<file path="src/rtl/two_button_press_repeat_fsm_macros.svh">
// Assertion macros for the button press RTL.
`ifndef TWO_BUTTON_PRESS_REPEAT_FSM_MACROS_SVH
`define TWO_BUTTON_PRESS_REPEAT_FSM_MACROS_SVH

// Same-cycle implication, sampled on clk, off while in reset.
`define BTNREP_ASSERT_SAME(label, cond, expr, msg) \
	label: assert property (@(posedge clk) disable iff (!arst_n) (cond) |-> (expr)) \
		else $error(msg);

// Next-cycle implication, sampled on clk, off while in reset.
`define BTNREP_ASSERT_NEXT(label, cond, expr, msg) \
	label: assert property (@(posedge clk) disable iff (!arst_n) (cond) |=> (expr)) \
		else $error(msg);

`endif

</file>
<file path="src/rtl/btnrep_pkg.sv">
// Package with state codes, flag masks and shared types for the button press block.
`timescale 1ns / 1ps
`default_nettype none

package btnrep_pkg;

	// State codes
	localparam logic [2:0] ST_IDLE     = 3'd0;
	localparam logic [2:0] ST_ONE      = 3'd1;
	localparam logic [2:0] ST_ONE_LONG = 3'd2;
	localparam logic [2:0] ST_TWO      = 3'd3;
	localparam logic [2:0] ST_TWO_LONG = 3'd4;
	localparam logic [2:0] ST_BOTH     = 3'd5;

	// Event flag masks, bit i is output field i
	localparam logic [6:0] F_ONE_REL   = 7'h01;
	localparam logic [6:0] F_ONE_SHORT = 7'h02;
	localparam logic [6:0] F_ONE_REP   = 7'h04;
	localparam logic [6:0] F_TWO_REL   = 7'h08;
	localparam logic [6:0] F_TWO_SHORT = 7'h10;
	localparam logic [6:0] F_TWO_REP   = 7'h20;
	localparam logic [6:0] F_BOTH_REL  = 7'h40;

	// Register indexes and reset values
	localparam logic [1:0] REG_FIRST_INTERVAL  = 2'd0;
	localparam logic [1:0] REG_REPEAT_INTERVAL = 2'd1;
	localparam logic [7:0] FIRST_INTERVAL_RST  = 8'd5;
	localparam logic [7:0] REPEAT_INTERVAL_RST = 8'd5;

	// Machine state carried from one tick to the next
	typedef struct packed {
		logic [2:0] state;
		logic [7:0] count;
		logic [6:0] flags;
	} press_ctx_t;

endpackage

`default_nettype wire

</file>
<file path="src/rtl/two_button_press_repeat_fsm.sv">
// Top level of the two-button press, long-press and auto-repeat machine.
//
// Channel  Dir  Handshake           Payload
// s_*      in   s_tvalid/s_tready   s_tdata[2:0] = first, second pressed, flags_clear
// m_*      out  m_tvalid/m_tready   m_tdata[9:0] = seven event flags, machine_state
// cfg_*    in   cfg_valid/cfg_ready cfg_index selects interval, cfg_data value
//
// One tick per cycle sustained while the result is taken; each tick passes from the input
// transfer into the input register, then through the step logic into the result register.
// The result register alone gates throughput: input is taken whenever s1 is empty or drains.
// Reset clears state, counter, flags and handshake state and loads both intervals with 5.
// A stalled result holds the machine state; configuration is always taken.
`timescale 1ns / 1ps
`default_nettype none
`include "two_button_press_repeat_fsm_macros.svh"

module two_button_press_repeat_fsm (
	input  wire        clk,
	input  wire        arst_n,
	input  wire        s_tvalid,
	output logic       s_tready,
	input  wire  [7:0] s_tdata,   // [0] first_pressed, [1] second_pressed, [2] flags_clear
	output logic       m_tvalid,
	input  wire        m_tready,
	output logic [15:0] m_tdata,  // [0] first_released, [1] first_short, [2] first_repeat,
	                              // [3] second_released, [4] second_short, [5] second_repeat,
	                              // [6] both_released, [9:7] machine_state
	input  wire        cfg_valid,
	output logic       cfg_ready,
	input  wire  [1:0] cfg_index,
	input  wire  [7:0] cfg_data
);

	logic                   valid_s1;
	logic                   first_s1;
	logic                   second_s1;
	logic                   clear_s1;
	logic                   advance;
	logic [7:0]             first_interval_q;
	logic [7:0]             repeat_interval_q;
	btnrep_pkg::press_ctx_t ctx_q;
	btnrep_pkg::press_ctx_t ctx_nxt;
	logic [9:0]             result_q;
	logic                   out_valid_q;

	assign advance   = valid_s1 && (!out_valid_q || m_tready);
	assign s_tready  = !valid_s1 || advance;
	assign cfg_ready = 1'b1;
	assign m_tvalid  = out_valid_q;
	assign m_tdata   = {6'd0, result_q};

	// Write interval registers
	always_ff @(posedge clk or negedge arst_n) begin
		if (!arst_n) begin
			first_interval_q  <= btnrep_pkg::FIRST_INTERVAL_RST;
			repeat_interval_q <= btnrep_pkg::REPEAT_INTERVAL_RST;
		end else if (cfg_valid) begin
			case (cfg_index)
				btnrep_pkg::REG_FIRST_INTERVAL:  first_interval_q  <= cfg_data;
				btnrep_pkg::REG_REPEAT_INTERVAL: repeat_interval_q <= cfg_data;
				default: ;
			endcase
		end
	end

	// Input stage: capture a transfer, drop it once it advances
	always_ff @(posedge clk or negedge arst_n) begin
		if (!arst_n) begin
			valid_s1 <= 1'b0;
		end else if (s_tready) begin
			valid_s1 <= s_tvalid;
		end
	end

	always_ff @(posedge clk) begin
		if (s_tvalid && s_tready) begin
			first_s1  <= s_tdata[0];
			second_s1 <= s_tdata[1];
			clear_s1  <= s_tdata[2];
		end
	end

	btnrep_step u_step (
		.cur             (ctx_q),
		.first_pressed   (first_s1),
		.second_pressed  (second_s1),
		.flags_clear     (clear_s1),
		.first_interval  (first_interval_q),
		.repeat_interval (repeat_interval_q),
		.nxt             (ctx_nxt)
	);

	// Machine state: advance once per tick
	always_ff @(posedge clk or negedge arst_n) begin
		if (!arst_n) begin
			ctx_q.state <= btnrep_pkg::ST_IDLE;
			ctx_q.count <= 8'd0;
			ctx_q.flags <= 7'd0;
		end else if (advance) begin
			ctx_q <= ctx_nxt;
		end
	end

	// Result register
	always_ff @(posedge clk or negedge arst_n) begin
		if (!arst_n) begin
			out_valid_q <= 1'b0;
		end else if (advance) begin
			out_valid_q <= 1'b1;
		end else if (m_tready) begin
			out_valid_q <= 1'b0;
		end
	end

	always_ff @(posedge clk) begin
		if (advance) begin
			result_q <= {ctx_nxt.state, ctx_nxt.flags};
		end
	end

	`BTNREP_ASSERT_NEXT(a_result_after_advance, advance, out_valid_q, "no result after tick")
	`BTNREP_ASSERT_NEXT(a_stall_holds_state, !advance, $stable(ctx_q), "state moved while stalled")
	`BTNREP_ASSERT_SAME(a_result_matches_state, out_valid_q, result_q[9:7] == ctx_q.state,
		"shown state differs from machine state")
	`BTNREP_ASSERT_SAME(a_state_legal, 1'b1, ctx_q.state <= btnrep_pkg::ST_BOTH, "bad state code")

endmodule

`default_nettype wire

</file>
<file path="src/rtl/btnrep_step.sv">
// Next-state logic for one sample tick of the button press machine.
`timescale 1ns / 1ps
`default_nettype none

module btnrep_step (
	input  wire btnrep_pkg::press_ctx_t cur,
	input  wire                         first_pressed,
	input  wire                         second_pressed,
	input  wire                         flags_clear,
	input  wire [7:0]                   first_interval,
	input  wire [7:0]                   repeat_interval,
	output btnrep_pkg::press_ctx_t      nxt
);

	logic [7:0] count_dec;

	assign count_dec = cur.count - 8'd1;

	// Advance the machine by one tick
	always_comb begin
		nxt.state = cur.state;
		nxt.count = cur.count;
		nxt.flags = flags_clear ? 7'd0 : cur.flags;
		unique case (cur.state)
			btnrep_pkg::ST_ONE: begin
				if (first_pressed) begin
					if (second_pressed) nxt.state = btnrep_pkg::ST_BOTH;
					nxt.count = count_dec;
					// long state wins over both held on expiry
					if (count_dec == 8'd0) begin
						nxt.state = btnrep_pkg::ST_ONE_LONG;
						nxt.count = repeat_interval;
					end
				end else begin
					nxt.flags = btnrep_pkg::F_ONE_REL | btnrep_pkg::F_ONE_SHORT;
					nxt.state = btnrep_pkg::ST_IDLE;
				end
			end
			btnrep_pkg::ST_ONE_LONG: begin
				if (first_pressed) begin
					if (second_pressed) nxt.state = btnrep_pkg::ST_BOTH;
					nxt.count = count_dec;
					if (count_dec == 8'd0) begin
						nxt.flags = nxt.flags | btnrep_pkg::F_ONE_REP;
						nxt.count = repeat_interval;
					end
				end else begin
					nxt.flags = btnrep_pkg::F_ONE_REL;
					nxt.state = btnrep_pkg::ST_IDLE;
				end
			end
			btnrep_pkg::ST_TWO: begin
				if (second_pressed) begin
					if (first_pressed) nxt.state = btnrep_pkg::ST_BOTH;
					nxt.count = count_dec;
					if (count_dec == 8'd0) begin
						nxt.state = btnrep_pkg::ST_TWO_LONG;
						nxt.count = repeat_interval;
					end
				end else begin
					nxt.flags = btnrep_pkg::F_TWO_REL | btnrep_pkg::F_TWO_SHORT;
					nxt.state = btnrep_pkg::ST_IDLE;
				end
			end
			btnrep_pkg::ST_TWO_LONG: begin
				if (second_pressed) begin
					if (first_pressed) nxt.state = btnrep_pkg::ST_BOTH;
					nxt.count = count_dec;
					if (count_dec == 8'd0) begin
						nxt.flags = nxt.flags | btnrep_pkg::F_TWO_REP;
						nxt.count = repeat_interval;
					end
				end else begin
					nxt.flags = btnrep_pkg::F_TWO_REL;
					nxt.state = btnrep_pkg::ST_IDLE;
				end
			end
			btnrep_pkg::ST_BOTH: begin
				// hold flags clear until both buttons are up
				nxt.flags = 7'd0;
				if (!first_pressed && !second_pressed) begin
					nxt.flags = btnrep_pkg::F_BOTH_REL;
					nxt.state = btnrep_pkg::ST_IDLE;
				end
			end
			default: begin
				// idle and unused codes: button two wins a tie
				nxt.state = btnrep_pkg::ST_IDLE;
				if (first_pressed) begin
					nxt.count = first_interval;
					nxt.state = btnrep_pkg::ST_ONE;
				end
				if (second_pressed) begin
					nxt.count = first_interval;
					nxt.state = btnrep_pkg::ST_TWO;
				end
			end
		endcase
	end

endmodule

`default_nettype wire

</file>
<file path="config.mk">
export PLATFORM = sky130hd
export DESIGN_NAME = two_button_press_repeat_fsm
export DESIGN_NICKNAME = d
export VERILOG_FILES = /design/src/rtl/btnrep_pkg.sv /design/src/rtl/two_button_press_repeat_fsm.sv /design/src/rtl/btnrep_step.sv
export VERILOG_INCLUDE_DIRS = /design/src /design/src/rtl
export SDC_FILE = /design/constraint.sdc
export NUM_CORES = 1
export LEC_CHECK = 0
export ABC_AREA = 1
export ABC_CLOCK_PERIOD_IN_PS = 4500
export BUFFER_PORTS_ARGS = -buffer_cell sky130_fd_sc_hd__buf_2
export CAP_MARGIN = 20
export CORE_MARGIN = 2
export CORE_UTILIZATION = 25
export CTS_CLUSTER_DIAMETER = 40
export DETAILED_ROUTE_END_ITERATION = 10
export PLACE_DENSITY = 0.51
export SETUP_SLACK_MARGIN = 0.4
export SYNTH_ARGS = -nofsm -noshare
export SYNTH_HDL_FRONTEND = slang
export SYNTH_SLANG_ARGS = --single-unit
</file>
<file path="constraint.sdc">
create_clock -name clk -period 4.5 [get_ports clk]
set_input_delay 0.675 -clock clk [delete_from_list [all_inputs] [get_ports clk]]
set_output_delay 0.675 -clock clk [all_outputs]
set_load 0.05 [all_outputs]
</file>
# Word level (Yosys, flattened, before mapping)
# Cells that the tools add are included.
[classes] addsub=1 mux=28 n_eq_ne=10 n_bitwise=1 reduce_logical=16
[ops] op="2-to-1 mux 7 bit" n=6
[ops] op="case mux 8 bit (5 select lines)" n=1
[ops] op="case mux 7 bit (5 select lines)" n=1
[ops] op="2-to-1 mux 11 bit" n=3
[ops] op="2-to-1 mux 8 bit" n=4
[ops] op="2-to-1 mux 15 bit" n=2
[ops] op="2-to-1 mux 3 bit" n=7
[ops] op="case mux 3 bit (5 select lines)" n=1
[ops] op="2-to-1 mux 9 bit" n=1
[ops] op="logical NOT 8 bit" n=1
[ops] op="inequality test 2 bit (second input constant)" n=4
[ops] op="subtractor 8 x 1 -> 8 bit (second input constant)" n=1
[ops] op="AND reduction 7 bit" n=1
[ops] op="== test 3 x 2 -> 1 bit (second input constant)" n=2
[ops] op="== test 3 bit (second input constant)" n=2
[ops] op="logical NOT 1 bit" n=4
[ops] op="AND reduction 2 bit" n=2
[ops] op="nonzero test 2 bit" n=2
[ops] op="== test 3 x 1 -> 1 bit (second input constant)" n=1
[ops] op="logical AND 1 bit" n=3
[ops] op="== test 2 x 1 -> 1 bit (second input constant)" n=1
[ops] op="logical NOT 2 bit" n=1
[ops] op="logical OR 1 bit" n=2
[ops] op="2-to-1 mux 1 bit" n=2
[ops] op="inverter 1 bit" n=1
[totals] reg_bits=49 output_inout_bits=19 inputBits=23 wordCells=67

# Depth between registers and ports, before layout
[depth] ltp_word=5 mapped_depth=15

# By module
# From an unflattened synthesis, not the netlist that was laid out.
[hier_totals] cells_unflattened=411 area_unflattened_um2=3186.8
[modules_own_cells] mod="two_button_press_repeat_fsm" area_each_um2=2014.4 cells_each=182 seq_area_each_um2=1296.2 instances=1
[modules_own_cells] mod="btnrep_step" area_each_um2=1172.4 cells_each=229 seq_area_each_um2=0.0 instances=1

# Least setup slack after synthesis
# OpenSTA, ideal clock, no wires.
[synth_timing] path_kind="input-to-reg" startpoint="input m_tready" endpoint="register ctx_q[8] (netlist name)" path_slack_ps=2461 n_path_buf=1 setup_ps=87 stages=9 arrival_ps=1952 t_required_ps=4413 cell_sequence="inv_1 nand2_1 nand2_1 clkinv_1 nand3_1 nand3b_2 buf_6 a21oi_1 a22oi_1"
[synth_between] elab_chain_len=3
[synth_lines] element="start, declared" line="two_button_press_repeat_fsm.sv:24" text="input wire m_tready,"
[synth_lines] element="logical OR 1 bit" line="two_button_press_repeat_fsm.sv:46" text="assign advance = valid_s1 && (!out_valid_q || m_tready);"
[synth_lines] element="logical AND 1 bit" line="two_button_press_repeat_fsm.sv:46"
[synth_lines] element="via advance" line="two_button_press_repeat_fsm.sv:38" text="logic advance;"
[synth_lines] element="AND reduction 7 bit (no source line)"
[synth_lines] element="end signal, assigned" line="two_button_press_repeat_fsm.sv:100" text="ctx_q <= ctx_nxt;"
[synth_lines] element="end, declared" line="two_button_press_repeat_fsm.sv:41" text="btnrep_pkg::press_ctx_t ctx_q;"
# The timed path passes the listed nets, and every way through them passes these cells.
# A chain may end at the register's enable or synchronous reset.

==> flow_summary_export.csv <==
group,metric,value,unit
synthesis,synth_top_area_cell,"dfrtp_1",
placed_design,gp_congestion,0.878,
placed_design,dp_slack,2.17,ns
cells_and_area,seq_area,1300,um2
critical_path,timing.rr.start,"ctx_q[7]",
synthesis,yosys_warnings,0,
global_routing,grt_overflow_total,0,
synthesis,ys_types,35,
floorplanning,start_util,0.259,
floorplanning,die_w,108,um
cells_and_area,num-fill-cells,1153,
sta,final_hold_viol_count,0,
power_and_ir_drop,p_sw_frac,0.470,
sta,worst_pin_slew,0.853,ns
sta,finalCritPeriodShare,0.500,
global_routing,grt_pass1_wl,9990,um
power_and_ir_drop,switching_power,863,uW
critical_path,crit_chain,"inv_1, ha_1, inv_1, nor2_2, nand3_1, nand2_1, nand2_1, a21oi_2, nand2_1, a21oi_1, a21boi_0",
critical_path,critPathArrivalTime,2.31,ns
clocking,cts_htree_levels,2,
critical_path,path_max_fanout,6,
detailed_routing,postRouteAntennaNets,0,
synthesis,postSynthAreaPerCell,7.89,um2
floorplanning,ioPinCount,42,
power_and_ir_drop,power_per_cell_area,606,nW/um2
sta,period_needed,2.25,ns
synthesis,ys_top_cells_by_area,"dfrtp_1 30%, edfxtp_1 15%, nand2_1 15%, inv_1 6.2%, nand3_1 4.7%",
critical_path,worstPathRequired,4.56,ns
power_and_ir_drop,power.share.clock,0.145,
synthesis,syn-instance-count,340,
clocking,clk_pin_slew_worst_paths,0.10,ns
cells_and_area,fin_nets,396,
sta,rsz0062_at_grt,"false",
clocking,cts_tree,"built",
min_path,hold_path_class,"in -> async",
sta,relSlewSlack,0.431,
floorplanning,fp.coreArea,10400,um2
power_and_ir_drop,seq_power_share,0.370,
cells_and_area,drive_above_1_share,0.172,
clocking,ctsResizeCount,0,
cells_and_area,antenna_cells,0,
sta,setup_violations,0,
global_routing,antenna_found_initial,0,
sta,max_freq,445,MHz
global_routing,grt_max_degree,37,
power_and_ir_drop,intPower,975,uW
power_and_ir_drop,p_leak,1.52,nW
critical_path,cp_slowest_cell,"dfrtp_1",
sta,timing.hold.ws,0.467,ns
cells_and_area,final_common_cell,"nand2_1",
sta,clock_skew,0.0137,ns
critical_path,worst-r2r-cell-count,11,
sta,setup_tns,0,ns
critical_path,end_kind,"flop",
run_status,outcome,"completed",
run,drv_cap,0,
critical_path,cpPeakStageDelay,0.41,ns
detailed_routing,drt_iter0_markers,103,
floorplanning,rows,37,
clocking,clock-sinks,49,
critical_path,start_kind,"flop",
synthesis,ys_seq_area_frac,0.483,
synthesis,synth.top_cell.area_share,0.299,
clocking,cts_made_buffers,5,
clocking,cts_hold_buf,0,
synthesis,ys_ff_latch,49,
cells_and_area,mostFrequentLayoutCells,"104 x nand2_1, 44 x inv_1, 32 x dfrtp_1",
clocking,clk_latency,0.31,ns
detailed_routing,num_vias,2153,
placed_design,port-buffer-count,29,
detailed_routing,routed_wirelength,5770,um
clocking,root_buffer,"clkbuf_8",
critical_path,crit_start,"ctx_q[7]",
power_and_ir_drop,power_frac_comb,0.485,
critical_path,endpoint,"result_q[7]",
synthesis,syn_area,2680,um2
cells_and_area,area_growth,13.2,%
floorplanning,die_area,11600,um2
detailed_routing,drc,0,
placed_design,dp_hpwl,4250,um
sta,setup_ws,2.25,ns
clocking,cts_setup_buffers,0,
cells_and_area,multiInputGateArea,1140,um2
detailed_routing,viasPerCell,4.24,
cells_and_area,fin_util,0.293,
global_routing,grt_pass1_vias,2139,
critical_path,r2r_slack,2.25,ns
power_and_ir_drop,ir_drop,0.220,mV
critical_path,worstSetupPathType,"reg -> reg",
detailed_routing,firstDrtPassIters,4,
floorplanning,die_y,108,um
global_routing,grt_usage,0.109,
clocking,clk_path_buf_depth,2,
critical_path,r2r_end,"result_q[7]",
critical_path,cpMostUsedCell,"nand2_1",
detailed_routing,wl_per_cell,11.4,um
sta,drv_slew,0,
[how the worst min path moves through the flow]
stage / slack [ns] / depth (start not counted) / to
after floorplan: 0.38 / 0 / ctx_q[0]
after global placement: 0.47 / 2 / ctx_q[1]
after detailed placement: 0.47 / 2 / ctx_q[6]
after CTS: 0.50 / 2 / first_interval_q[1]
after global routing: 0.51 / 2 / first_interval_q[7]
final: 0.47 / 1 / ctx_q[16]
[flip-flops by register name, indices dropped and copies added, names as in the netlist]
name and cells:
clear_s1 1, valid_s1 1, first_interval_q 8, ctx_q 18, second_s1 1, repeat_interval_q 8, first_s1 1, result_q 10
m_tvalid 1
[stage by stage]
| stage | power (mW) | instances | instance area (um2) |
|---|---|---|---|
| 2_1_floorplan | 1.39 | 345 | 2700 |
| 3_3_place_gp | 1.58 | 500 | 2950 |
| 3_5_place_dp | 1.59 | 500 | 2950 |
| 4_1_cts | 1.86 | 508 | 3030 |
| 5_1_grt | 2.01 | 508 | 3030 |
| 6_report | 1.84 | 508 | 3030 |
[routing by layer]
metal  wire length, um  GRT usage  vias up
met2              2680      0.175       35
met3               197     0.0200        6
met4               107     0.0440        0
li1                  -          -     1142
met1              2780      0.144      970
met5                 0          0        -
[critical path: cells and delay by family, from the launching register on]
family,cells,cell delay [ns]
compound gates,3,0.52
flops,1,0.41
simple gates,5,0.60
buf+inv,2,0.24
fa+ha+maj,1,0.22
[Yosys cell counts (all sizes together)]
master  instances
nand3          26
buf             8
clkinv          2
dfrtp          32
ha              2
a22oi           7
nor3b           1
a31oi           2
a21boi          2
nor3            2
a21oi          17
o22ai           1
edfxtp         13
conb            2
dfstp           4
nand3b          2
o21bai          1
nand4           2
o21ai          28
nor2           28
nand2         108
inv            47
clkbuf          3
[power by group through the flow]
stage	sequential, mW	clock [mW]	combinational (mW)
after CTS	0.682	0.278	0.901
after global placement	0.688	0	0.890
after floorplan	0.770	0	0.620
after detailed placement	0.689	0	0.899
after global routing	0.700	0.294	1.02
final	0.681	0.266	0.891
[kinds of logic (layout without fill, tap and decap cells)]
family	Yosys count	count (layout)	share of synthesized area
simple gates	169	169	0.279
buf+inv	60	87	0.0966
compound gates	58	58	0.129
flops	49	49	0.483
fa+ha+maj	2	2	0.00933
other cells	2	7	0.00280
[layout make-up]
type | count | area share
clock buffer | 6 | 0.0239
clock inverter | 2 | 0.00454
inverter | 49 | 0.0606
multi-input combinational | 236 | 0.377
sequential | 49 | 0.427
tap | 136 | 0.0561
timing repair buffer | 30 | 0.0503
(Power assumes the default switching activity.)
